### src/rtl/asls_pkg.sv
// Package: mode and event codes, register indexes, widths and reset values for the alarm sequencer.
`default_nettype none
package asls_pkg;

  typedef enum logic [2:0] {
    MODE_IDLE      = 3'd0,
    MODE_RINGING   = 3'd1,
    MODE_STEADY    = 3'd2,
    MODE_SETTING   = 3'd3,
    MODE_RESETTING = 3'd4
  } mode_t;

  typedef enum logic [2:0] {
    EV_NONE         = 3'd0,
    EV_SET_RISE     = 3'd1,
    EV_SET_FALL     = 3'd2,
    EV_RESET        = 3'd3,
    EV_MANUAL_SET   = 3'd4,
    EV_MANUAL_RESET = 3'd5
  } event_t;

  localparam int unsigned REG_W = 16;
  localparam int unsigned IN_W  = 8;
  localparam int unsigned OUT_W = 8;

  localparam logic REG_TOGGLE_PERIOD  = 1'b0;
  localparam logic REG_FLASH_DURATION = 1'b1;

  localparam logic [REG_W-1:0] TOGGLE_PERIOD_RESET  = 16'd500;
  localparam logic [REG_W-1:0] FLASH_DURATION_RESET = 16'd2000;

endpackage
`default_nettype wire

### src/rtl/alarm_siren_lamp_sequencer.sv
// Alarm sequencer: configuration registers, event priority, mode machine, blink timers and result register.
// Latency: the result of an item is valid in the cycle after the item is accepted.
// Throughput: one item per cycle; the state update and result register are a single
// registered pass, and s_tready stays high while the result register is empty or taken.
// Reset (rst, synchronous): mode idle, lamp and siren off, both elapsed counters zero,
// toggle period 500 and flash duration 2000, no result pending.
`default_nettype none
module alarm_siren_lamp_sequencer #(
  parameter int unsigned TIMER_BITS = 16
) (
  input  wire                         clk,
  input  wire                         rst,
  input  wire                         s_tvalid,
  output logic                        s_tready,
  // bit 0 set_rise, 1 set_fall, 2 reset_input_rise, 3 manual_set_rise,
  // 4 manual_reset_rise, 7:5 zero
  input  wire  [asls_pkg::IN_W-1:0]   s_tdata,
  output logic                        m_tvalid,
  input  wire                         m_tready,
  // bit 0 lamp_level, 1 siren_level, 4:2 mode_now, 7:5 zero
  output logic [asls_pkg::OUT_W-1:0]  m_tdata,
  input  wire                         cfg_we,
  input  wire                         cfg_index,
  input  wire  [asls_pkg::REG_W-1:0]  cfg_data
);
  import asls_pkg::*;

  localparam int unsigned CMP_W = (TIMER_BITS > REG_W) ? TIMER_BITS : REG_W;
  localparam logic [TIMER_BITS-1:0] TIMER_MAX = {TIMER_BITS{1'b1}};

  logic [REG_W-1:0]      toggle_period;
  logic [REG_W-1:0]      flash_duration;
  mode_t                 mode, mode_next;
  logic [TIMER_BITS-1:0] toggle_elapsed, toggle_elapsed_next;
  logic [TIMER_BITS-1:0] flash_elapsed, flash_elapsed_next;
  logic                  lamp_bit, lamp_bit_next;
  logic                  siren_bit, siren_bit_next;

  event_t                ev;
  logic [TIMER_BITS-1:0] toggle_inc, flash_inc;
  logic                  toggle_due, flash_due;
  logic                  accept;

  assign s_tready = !m_tvalid || m_tready;
  assign accept   = s_tvalid && s_tready;

  // configuration registers
  always_ff @(posedge clk) begin
    if (rst) begin
      toggle_period  <= TOGGLE_PERIOD_RESET;
      flash_duration <= FLASH_DURATION_RESET;
    end else if (cfg_we) begin
      if (cfg_index == REG_TOGGLE_PERIOD) toggle_period <= cfg_data;
      if (cfg_index == REG_FLASH_DURATION) flash_duration <= cfg_data;
    end
  end

  // pick the highest-priority flag
  always_comb begin
    if (s_tdata[0])      ev = EV_SET_RISE;
    else if (s_tdata[1]) ev = EV_SET_FALL;
    else if (s_tdata[2]) ev = EV_RESET;
    else if (s_tdata[3]) ev = EV_MANUAL_SET;
    else if (s_tdata[4]) ev = EV_MANUAL_RESET;
    else                 ev = EV_NONE;
  end

  // advance the counters, holding at full scale
  assign toggle_inc = (toggle_elapsed == TIMER_MAX) ? TIMER_MAX : toggle_elapsed + 1'b1;
  assign flash_inc  = (flash_elapsed == TIMER_MAX) ? TIMER_MAX : flash_elapsed + 1'b1;

  assign toggle_due = CMP_W'(toggle_inc) >= CMP_W'(toggle_period);
  assign flash_due  = CMP_W'(flash_inc) >= CMP_W'(flash_duration);

  always_comb begin
    mode_next           = mode;
    toggle_elapsed_next = toggle_inc;
    flash_elapsed_next  = flash_inc;
    lamp_bit_next       = lamp_bit;
    siren_bit_next      = siren_bit;
    unique case (mode)
      MODE_IDLE: begin
        if (ev == EV_MANUAL_SET) begin
          toggle_elapsed_next = '0;
          flash_elapsed_next  = '0;
          mode_next           = MODE_SETTING;
        end else if (ev == EV_SET_RISE) begin
          siren_bit_next      = 1'b1;
          lamp_bit_next       = 1'b1;
          toggle_elapsed_next = '0;
          mode_next           = MODE_RINGING;
        end
      end
      MODE_RINGING: begin
        if (ev == EV_SET_FALL) begin
          siren_bit_next = 1'b0;
          mode_next      = MODE_STEADY;
        end else if (toggle_due) begin
          toggle_elapsed_next = '0;
          siren_bit_next      = !siren_bit;
        end
      end
      MODE_STEADY: begin
        if (ev == EV_MANUAL_RESET || ev == EV_RESET) begin
          toggle_elapsed_next = '0;
          flash_elapsed_next  = '0;
          siren_bit_next      = 1'b1;
          mode_next           = MODE_RESETTING;
        end
      end
      MODE_SETTING: begin
        if (flash_due) begin
          lamp_bit_next  = 1'b1;
          siren_bit_next = 1'b0;
          mode_next      = MODE_STEADY;
        end else if (toggle_due) begin
          toggle_elapsed_next = '0;
          siren_bit_next      = !siren_bit;
        end
      end
      MODE_RESETTING: begin
        if (toggle_due) begin
          siren_bit_next = 1'b0;
          lamp_bit_next  = 1'b0;
          mode_next      = MODE_IDLE;
        end
      end
      default: begin
        mode_next      = MODE_IDLE;
        lamp_bit_next  = 1'b0;
        siren_bit_next = 1'b0;
      end
    endcase
  end

  // state advances once per accepted item
  always_ff @(posedge clk) begin
    if (rst) begin
      mode           <= MODE_IDLE;
      toggle_elapsed <= '0;
      flash_elapsed  <= '0;
      lamp_bit       <= 1'b0;
      siren_bit      <= 1'b0;
    end else if (accept) begin
      mode           <= mode_next;
      toggle_elapsed <= toggle_elapsed_next;
      flash_elapsed  <= flash_elapsed_next;
      lamp_bit       <= lamp_bit_next;
      siren_bit      <= siren_bit_next;
    end
  end

  // result register
  always_ff @(posedge clk) begin
    if (rst) begin
      m_tvalid <= 1'b0;
    end else if (accept) begin
      m_tvalid <= 1'b1;
    end else if (m_tready) begin
      m_tvalid <= 1'b0;
    end
  end

  always_ff @(posedge clk) begin
    if (accept) begin
      m_tdata <= {3'b000, mode_next, siren_bit_next, lamp_bit_next};
    end
  end

  // mode and drive levels stay consistent
  a_idle_dark: assert property (@(posedge clk) disable iff (rst)
    (mode == MODE_IDLE) |-> (!lamp_bit && !siren_bit))
    else $error("idle with lamp or siren on");

  a_lamp_lit: assert property (@(posedge clk) disable iff (rst)
    (mode == MODE_RINGING || mode == MODE_STEADY) |-> lamp_bit)
    else $error("ringing or steady with lamp off");

  a_steady_quiet: assert property (@(posedge clk) disable iff (rst)
    (mode == MODE_STEADY) |-> !siren_bit)
    else $error("steady with siren on");

  a_resetting_siren: assert property (@(posedge clk) disable iff (rst)
    (mode == MODE_RESETTING) |-> siren_bit)
    else $error("resetting with siren off");

  a_result_follows: assert property (@(posedge clk) disable iff (rst)
    accept |=> m_tvalid)
    else $error("accepted item left no result");

endmodule
`default_nettype wire
### config.mk
export PLATFORM = sky130hd
export DESIGN_NAME = alarm_siren_lamp_sequencer
export DESIGN_NICKNAME = d
export VERILOG_FILES = /design/src/rtl/asls_pkg.sv /design/src/rtl/alarm_siren_lamp_sequencer.sv
export SDC_FILE = /design/constraint.sdc
export NUM_CORES = 1
export LEC_CHECK = 0
export BUFFER_PORTS_ARGS = -buffer_cell sky130_fd_sc_hd__buf_2
export CAP_MARGIN = 5
export CORE_MARGIN = 5
export CORE_UTILIZATION = 40
export DETAILED_ROUTE_END_ITERATION = 10
export PLACE_DENSITY = 0.67
export SYNTH_ARGS = -nofsm -noshare
export SYNTH_HDL_FRONTEND = slang
export SYNTH_SLANG_ARGS = --single-unit
### constraint.sdc
create_clock -name clk -period 10.83 [get_ports clk]
set_input_delay 2.166 -clock clk [delete_from_list [all_inputs] [get_ports clk]]
set_output_delay 2.166 -clock clk [all_outputs]
set_load 0.02 [all_outputs]
==> impl_metrics.prom, run 1 <==
# TYPE chip_impl_metric gauge
chip_impl_metric{name="grt_remaining_overflow",unit=""} 0
chip_impl_metric{name="reg2regPathDepth",unit=""} 14
chip_impl_metric{name="drive_above_1_share",unit=""} 0.103
chip_impl_metric{name="critical_path_buf_inv_count",unit=""} 0
chip_impl_metric{name="leakagePower",unit="µW"} 0.00216
chip_impl_metric{name="timing.critical_path.arrival",unit="ns"} 5.13
chip_impl_metric{name="number_of_flops_mapped_to_enable_cells_by_yosys",unit=""} 5
chip_impl_metric{name="drt_iter0_drc",unit=""} 251
chip_impl_info{name="synthTopCellsByCount",value="101 x nand2_1, 70 x dfxtp_1, 44 x a21oi_1"} 1
chip_impl_metric{name="final.setup_skew",unit="ns"} 0.00577
chip_impl_metric{name="fin_setup_tns",unit="ns"} 0
chip_impl_metric{name="clock_path_buffers",unit=""} 2
chip_impl_info{name="yosys-top-cells-area",value="dfxtp_1 31%, ha_1 9.6%, nand2_1 8.3%"} 1
chip_impl_info{name="critPathTopFamily",value="simple AND/OR/NAND/NOR gates"} 1
chip_impl_info{name="cpMaxStageDelayCell",value="nor3_4"} 1
chip_impl_metric{name="post-cts-setup-buffers",unit=""} 0
chip_impl_info{name="run_status",value="finished, final reports clean"} 1
chip_impl_metric{name="fin_nets",unit=""} 661
chip_impl_metric{name="dp.final_hpwl",unit="mm"} 8.14
chip_impl_metric{name="max_freq",unit="GHz"} 0.206
chip_impl_info{name="holdCritPathClass",value="flip-flop to flip-flop"} 1
chip_impl_metric{name="wl",unit="mm"} 11.2
chip_impl_metric{name="synth.cell_area",unit="µm²"} 4580
chip_impl_metric{name="numClockSinks",unit=""} 75
chip_impl_metric{name="track_usage",unit=""} 0.171
chip_impl_metric{name="post_cts_hold_buffer_count",unit=""} 0
chip_impl_metric{name="reg2reg_setup_slack",unit="ns"} 5.97
chip_impl_metric{name="fp.dieH",unit="µm"} 117
chip_impl_info{name="ctsRootBufferMaster",value="clkbuf_16"} 1
chip_impl_metric{name="start_util",unit=""} 0.405
chip_impl_metric{name="final_antenna_net_count",unit=""} 0
chip_impl_info{name="crit_end",value="siren_bit"} 1
chip_impl_metric{name="async_reset_ff_frac",unit=""} 0
chip_impl_info{name="rr_startpoint",value="toggle_elapsed[0]"} 1
chip_impl_info{name="cell_with_the_most_instances_after_synthesis",value="nand2_1"} 1
chip_impl_metric{name="hold_violations",unit=""} 0
chip_impl_metric{name="number_of_diodes",unit=""} 0
chip_impl_metric{name="synthesis.instances",unit=""} 580
chip_impl_metric{name="post-route-drc-count",unit=""} 0
chip_impl_metric{name="worst-path-max-fanout",unit=""} 15
chip_impl_info{name="reg2reg_to",value="siren_bit"} 1
chip_impl_metric{name="routed-via-count",unit=""} 4173
chip_impl_metric{name="core_region_area",unit="µm²"} 11300
chip_impl_info{name="crit_path_start_kind",value="flip-flop"} 1
chip_impl_metric{name="drt_pre_antenna_iters",unit=""} 4
chip_impl_info{name="yosys.area.top_type",value="dfxtp_1"} 1
chip_impl_metric{name="synth_area_per_inst",unit="µm²"} 7.90
chip_impl_metric{name="die_width",unit="µm"} 117
chip_impl_metric{name="finalSetupViolations",unit=""} 0
chip_impl_metric{name="place_inst",unit=""} 728
chip_impl_metric{name="final_min_period_over_clock_period",unit=""} 0.449
chip_impl_metric{name="largest_net_degree_at_the_start_of_global_routing",unit=""} 40
chip_impl_metric{name="worst_slew_pin_slew",unit="ns"} 1.30
chip_impl_metric{name="max_slew_margin",unit=""} 0.127
chip_impl_info{name="grt_setup_unrepaired",value="no"} 1
chip_impl_metric{name="finalHoldWorstSlack",unit="ns"} 0.456
chip_impl_metric{name="vias_per_cell",unit=""} 5.61
chip_impl_info{name="timing.setup.critical_path_class",value="flip-flop to flip-flop"} 1
chip_impl_metric{name="grt_antenna_before_repair",unit=""} 0
chip_impl_metric{name="setup_ws",unit="ns"} 5.97
chip_impl_metric{name="multi_input_area",unit="µm²"} 2730
chip_impl_info{name="crit_path_cell_trace",value="ha_1 > nand2_1 > nor2_1 > nand3_1 > and2_1 > ha_1 > nand2b_1 > a2111oi_0 > a2111oi_2 > nor3_4 > ha_1 > or3b_2 > a211o_1 > a31oi_1"} 1
chip_impl_metric{name="synthDistinctLibCells",unit=""} 57
chip_impl_metric{name="yosysTopAreaCellShare",unit=""} 0.306
chip_impl_metric{name="flip_flop_and_latch_count_after_synthesis",unit=""} 75
chip_impl_metric{name="max_slew_violation_count",unit=""} 0
chip_impl_metric{name="global_route_wire_length_before_repair",unit="mm"} 18.5
chip_impl_metric{name="finalCriticalPeriod",unit="ns"} 4.86
chip_impl_metric{name="synth.yosys.seq_area_share",unit=""} 0.339
chip_impl_metric{name="maximum_vdd_drop",unit="mV"} 0.0744
chip_impl_metric{name="max_cap_viol_count",unit=""} 0
chip_impl_metric{name="area.sequential",unit="µm²"} 1550
chip_impl_metric{name="numCtsBuffers",unit=""} 9
chip_impl_metric{name="portBuffers",unit=""} 33
chip_impl_metric{name="critical-path-max-stage-delay",unit="ns"} 0.60
chip_impl_metric{name="io-pin-count",unit=""} 40
chip_impl_info{name="critPathMostFrequentCell",value="ha_1"} 1
chip_impl_metric{name="h-tree-depth",unit=""} 3
chip_impl_metric{name="clk_pin_slew",unit="ns"} 0.06
chip_impl_info{name="setup.worst_path.start",value="toggle_elapsed[0]"} 1
chip_impl_metric{name="fill_cell_count",unit=""} 1124
chip_impl_metric{name="synthesis.yosys.warnings",unit=""} 0
chip_impl_metric{name="syn_to_final_growth",unit="%"} 11.1
chip_impl_info{name="synth_top_flop_cell",value="dfxtp_1"} 1
chip_impl_metric{name="cts_resized",unit=""} 0
chip_impl_info{name="cts_tree",value="yes"} 1
chip_impl_metric{name="fin_total_pwr",unit="µW"} 652
chip_impl_metric{name="first_global_vias",unit=""} 3855
chip_impl_metric{name="critical_path_cell_count",unit=""} 14
chip_impl_metric{name="route.detailed.wl_per_inst",unit="µm"} 15.1
chip_impl_metric{name="power_per_cell_area",unit="nW/µm²"} 128
chip_impl_metric{name="finalWeightedCongestion",unit=""} 0.855
chip_impl_metric{name="final_cell_count_no_fill",unit=""} 744
chip_impl_metric{name="clock_insertion_delay_worst_skew",unit="ns"} 0.34
chip_impl_metric{name="dieArea",unit="µm²"} 13700
chip_impl_metric{name="worst-endpoint-required",unit="ns"} 11.10
chip_impl_metric{name="pre_cts_slack",unit="ns"} 5.95
chip_impl_metric{name="fp-row-count",unit=""} 39
chip_impl_info{name="critPathCaptureType",value="flip-flop"} 1
-- registers in the layout (all words and copies together), names as in the netlist --
signal          count
flash_duration     16
flash_elapsed      16
toggle_elapsed     16
toggle_period      16
m_tdata             5
mode                3
lamp_bit            1
m_tvalid            1
siren_bit           1
-- power breakdown --
part | switching (µW) | internal, µW
registers | 6.33 | 290
clock network | 129 | 156
logic | 45.8 | 24.5
-- cell type report --
class | instances | share of cell area
Tap cell | 143 | 0.0352
Inverter | 43 | 0.0317
Timing Repair Buffer | 36 | 0.0369
Sequential cell | 75 | 0.305
Clock inverter | 7 | 0.0103
Multi-Input combinational cell | 431 | 0.537
Clock buffer | 9 | 0.0442
-- cell families after synthesis --
kind of cell	after synthesis	synth area share
simple gates	218	0.229
compound gates	155	0.230
buf+inv	76	0.0661
flops	75	0.339
fa+ha+maj	35	0.0956
xor+xnor	17	0.0325
mux	3	0.00683
other cells	1	0.000819
-- worst register-to-register path: stages (launching register included) --
cell       delay, ns
dfxtp_1         0.43
ha_1            0.27
nand2_1         0.15
nor2_1          0.34
nand3_1         0.42
and2_1          0.34
ha_1            0.27
nand2b_1        0.14
a2111oi_0       0.50
a2111oi_2       0.14
nor3_4          0.60
ha_1            0.35
or3b_2          0.43
a211o_1         0.25
a31oi_1         0.16
-- how the worst min path moves through the flow --
stage | start | end | slack (ns) | cells after the start
floorplan | flash_duration[11] | flash_duration[11] | 0.44 | 2
CTS | toggle_period[10] | toggle_period[10] | 0.46 | 2
finish | toggle_period[10] | toggle_period[10] | 0.46 | 2
global route | toggle_period[15] | toggle_period[15] | 0.47 | 2
detailed placement | toggle_period[10] | toggle_period[10] | 0.45 | 2
global placement | toggle_period[14] | toggle_period[14] | 0.45 | 2
-- routing by layer --
layer / vias to the layer above / routed length (µm) / track usage
li1: 2101 / - / -
met1: 1959 / 5120 / 0.215
met2: 95 / 5360 / 0.288
met3: 18 / 529 / 0.0437
met4: 0 / 189 / 0.0520
met5: - / 0 / 0
-- metrics by stage --
stage	cell area (µm²)	util
after floorplan	4590	-
after global placement	4810	0.425
after detailed placement	4810	0.425
after CTS	5090	0.450
after global routing	5090	0.450
final	5090	0.450
-- cell usage in the layout, fill, tap and decap left out, types with 5 or more instances in the layout --
cell       netlist  layout
a21oi_1         44      44
nand4_1         10      10
o211ai_1        38      38
a32o_1           5       5
inv_1           43      43
buf_2            2      33
ha_1            35      35
and2_1           5       5
a22oi_1         11      11
o311ai_0         5       5
xor2_1           6       6
nor3_1          10      10
nand2_1        101     101
a31oi_1          9       9
nor2b_1          6       6
dfxtp_1         70      70
a21o_1           6       6
nor2_1          23      23
or3_1            6       6
edfxtp_1         5       5
clkbuf_16        0       9
o21ai_0         14      14
nand2b_1        10      10
xnor2_1         11      11
nand3_1         29      29
No activity file was read; power rests on OpenSTA's default activity.
==> run 2, diff against run 1 <==
Settings changed: PLACE_DENSITY 0.67 to 0.69.
Clock period 10.83 ns to 4.05 ns, I/O delays scaled along.
==> run 2 against run 1 <==
  * Flip-flop and latch count unchanged
  * Non-clock buffer count up 17
  * First-iteration DRC count down 17%
  * Wire length up 1.5%
  * Largest cell class unchanged
  * Via count up 3.4%
  * Worst setup slack worse by 5.8 ns
==> impl_metrics.prom, run 2 (same netlist as run 1, synthesis figures left out) <==
# TYPE chip_impl_metric gauge
chip_impl_info{name="run_status",value="finished, final reports clean"} 1
chip_impl_metric{name="vias_per_cell",unit=""} 5.67
chip_impl_metric{name="route.detailed.wl_per_inst",unit="µm"} 14.9
chip_impl_info{name="crit_path_start_kind",value="flip-flop"} 1
chip_impl_metric{name="worst_slew_pin_slew",unit="ns"} 1.10
chip_impl_metric{name="post-route-drc-count",unit=""} 0
chip_impl_metric{name="leakagePower",unit="µW"} 0.00226
chip_impl_metric{name="track_usage",unit=""} 0.172
chip_impl_metric{name="post_cts_hold_buffer_count",unit=""} 0
chip_impl_metric{name="io-pin-count",unit=""} 40
chip_impl_metric{name="largest_net_degree_at_the_start_of_global_routing",unit=""} 40
chip_impl_metric{name="max_slew_margin",unit=""} 0.264
chip_impl_metric{name="finalWeightedCongestion",unit=""} 0.907
chip_impl_metric{name="hold-path-cell-count",unit=""} 2
chip_impl_metric{name="final_cell_count_no_fill",unit=""} 761
chip_impl_info{name="reg2reg_to",value="siren_bit"} 1
chip_impl_metric{name="routed-via-count",unit=""} 4314
chip_impl_metric{name="grt_remaining_overflow",unit=""} 0
chip_impl_metric{name="grt_antenna_before_repair",unit=""} 0
chip_impl_metric{name="final.setup_skew",unit="ns"} 0.00843
chip_impl_metric{name="fin_total_pwr",unit="µW"} 1760
chip_impl_metric{name="drt_pre_antenna_iters",unit=""} 4
chip_impl_metric{name="global_route_wire_length_before_repair",unit="mm"} 18.8
chip_impl_metric{name="timing.critical_path.arrival",unit="ns"} 4.11
chip_impl_metric{name="number_of_diodes",unit=""} 0
chip_impl_info{name="timing.setup.critical_path_class",value="flip-flop to flip-flop"} 1
chip_impl_metric{name="dieArea",unit="µm²"} 13700
chip_impl_metric{name="reg2regPathDepth",unit=""} 15
chip_impl_info{name="worstHoldEndpoint",value="toggle_period[15]"} 1
chip_impl_metric{name="portBuffers",unit=""} 33
chip_impl_metric{name="core_region_area",unit="µm²"} 11300
chip_impl_metric{name="fp-row-count",unit=""} 39
chip_impl_metric{name="numCtsBuffers",unit=""} 9
chip_impl_metric{name="die_width",unit="µm"} 117
chip_impl_info{name="critPathCaptureType",value="flip-flop"} 1
chip_impl_info{name="holdCritPathClass",value="flip-flop to flip-flop"} 1
chip_impl_metric{name="setup_ws",unit="ns"} 0.210
chip_impl_metric{name="numClockSinks",unit=""} 75
chip_impl_metric{name="hold_violations",unit=""} 0
chip_impl_metric{name="fp.dieH",unit="µm"} 117
chip_impl_metric{name="finalSetupViolations",unit=""} 0
chip_impl_metric{name="drt_iter0_drc",unit=""} 209
chip_impl_metric{name="maximum_vdd_drop",unit="mV"} 0.178
chip_impl_metric{name="clock_insertion_delay_worst_skew",unit="ns"} 0.34
chip_impl_info{name="mostFrequentLayoutCell",value="nand2_1"} 1
chip_impl_metric{name="place_inst",unit=""} 744
chip_impl_metric{name="final_min_period_over_clock_period",unit=""} 0.948
chip_impl_metric{name="h-tree-depth",unit=""} 3
chip_impl_metric{name="syn_to_final_growth",unit="%"} 15.4
chip_impl_metric{name="first_global_vias",unit=""} 4024
chip_impl_metric{name="max_cap_viol_count",unit=""} 0
chip_impl_metric{name="max_slew_violation_count",unit=""} 0
chip_impl_metric{name="start_util",unit=""} 0.405
chip_impl_metric{name="pre_cts_slack",unit="ns"} 0.128
chip_impl_metric{name="max_freq",unit="GHz"} 0.260
chip_impl_info{name="cts_tree",value="yes"} 1
chip_impl_info{name="most_used_cells_in_the_layout_excluding_fill_and_tap_cells",value="101 x nand2_1, 70 x dfxtp_1, 43 x inv_1, 43 x a21oi_1, 38 x o211ai_1"} 1
chip_impl_metric{name="worst-endpoint-required",unit="ns"} 4.32
chip_impl_metric{name="wl",unit="mm"} 11.4
chip_impl_metric{name="fin_nets",unit=""} 678
chip_impl_metric{name="clk_pin_slew",unit="ns"} 0.06
chip_impl_metric{name="final_antenna_net_count",unit=""} 0
chip_impl_info{name="setup.worst_path.start",value="toggle_elapsed[0]"} 1
chip_impl_metric{name="finalCriticalPeriod",unit="ns"} 3.84
chip_impl_metric{name="worst-path-max-fanout",unit=""} 7
chip_impl_metric{name="power_per_cell_area",unit="nW/µm²"} 333
chip_impl_metric{name="clock_path_buffers",unit=""} 2
chip_impl_info{name="rr_startpoint",value="toggle_elapsed[0]"} 1
chip_impl_metric{name="drive_above_1_share",unit=""} 0.138
chip_impl_info{name="holdCritStartpoint",value="toggle_period[15]"} 1
chip_impl_info{name="ctsRootBufferMaster",value="clkbuf_16"} 1
chip_impl_metric{name="reg2reg_setup_slack",unit="ns"} 0.21
chip_impl_metric{name="dp.final_hpwl",unit="mm"} 8.19
-- run 2: cell count changes in the layout (fill, tap and decap cells not counted), moves of 2 or more --
cell	change
buf_4	+16
nor4_1	-2
inv_6	+3
clkinv_4	-2
-- run 2: cell type report --
cell class                 instances  area [µm²]
inverter                          43         161
timing repair buffer              53         328
clock buffer                       9         225
sequential                        75        1550
fill                            1118        6030
tap                              143         179
clock inverter                     7        57.6
multi-input combinational        431        2780
-- run 2: routing by layer --
metal	vias to the layer above	share of wire	global-route usage	routed length (µm)
met2	123	0.48	0.286	5500
li1	2138	-	-	-
met5	-	0	0	0
met4	0	0.019	0.0680	215
met3	19	0.054	0.0370	609
met1	2034	0.44	0.219	5040
-- run 2: how the worst max path moves through the flow --
stage / end / cells past startpoint
floorplan: siren_bit / 15
global placement: siren_bit / 13
detailed placement: siren_bit / 13
CTS: siren_bit / 13
global route: siren_bit / 15
finish: siren_bit / 15
-- run 2: repair_timing --
action / in CTS / in global routing
setup buffers: 0 / 1
gates resized for setup: 0 / 7
setup endpoints to repair: 0 / 12
-- run 2: critical path: stages (launching register included) --
cell and delay (ns):
dfxtp_1 0.43, ha_1 0.20, nand2_1 0.18, nor2_1 0.22, nand3_2 0.17, buf_4 0.20, nand2_1 0.14, ha_1 0.27
and2_1 0.17, a221o_1 0.30, a21o_1 0.26, nor3_4 0.14, ha_1 0.25, or3b_2 0.44, a211o_1 0.25, a31oi_1 0.16
-- run 2: through the flow --
stage / cell area (µm²) / util / hold slack, ns / TNS (ns)
global route: 5290 / 0.467 / 0.483 / -0.0383
finish: 5290 / 0.467 / 0.456 / 0
floorplan: 4600 / - / 0.436 / 0
CTS: 5230 / 0.462 / 0.456 / 0
global placement: 4940 / 0.437 / 0.444 / 0
detailed placement: 4940 / 0.437 / 0.448 / 0
-- run 2: power breakdown --
group          internal, µW  switching, µW
clock network           423            347
registers               775           17.1
logic                  72.8            128
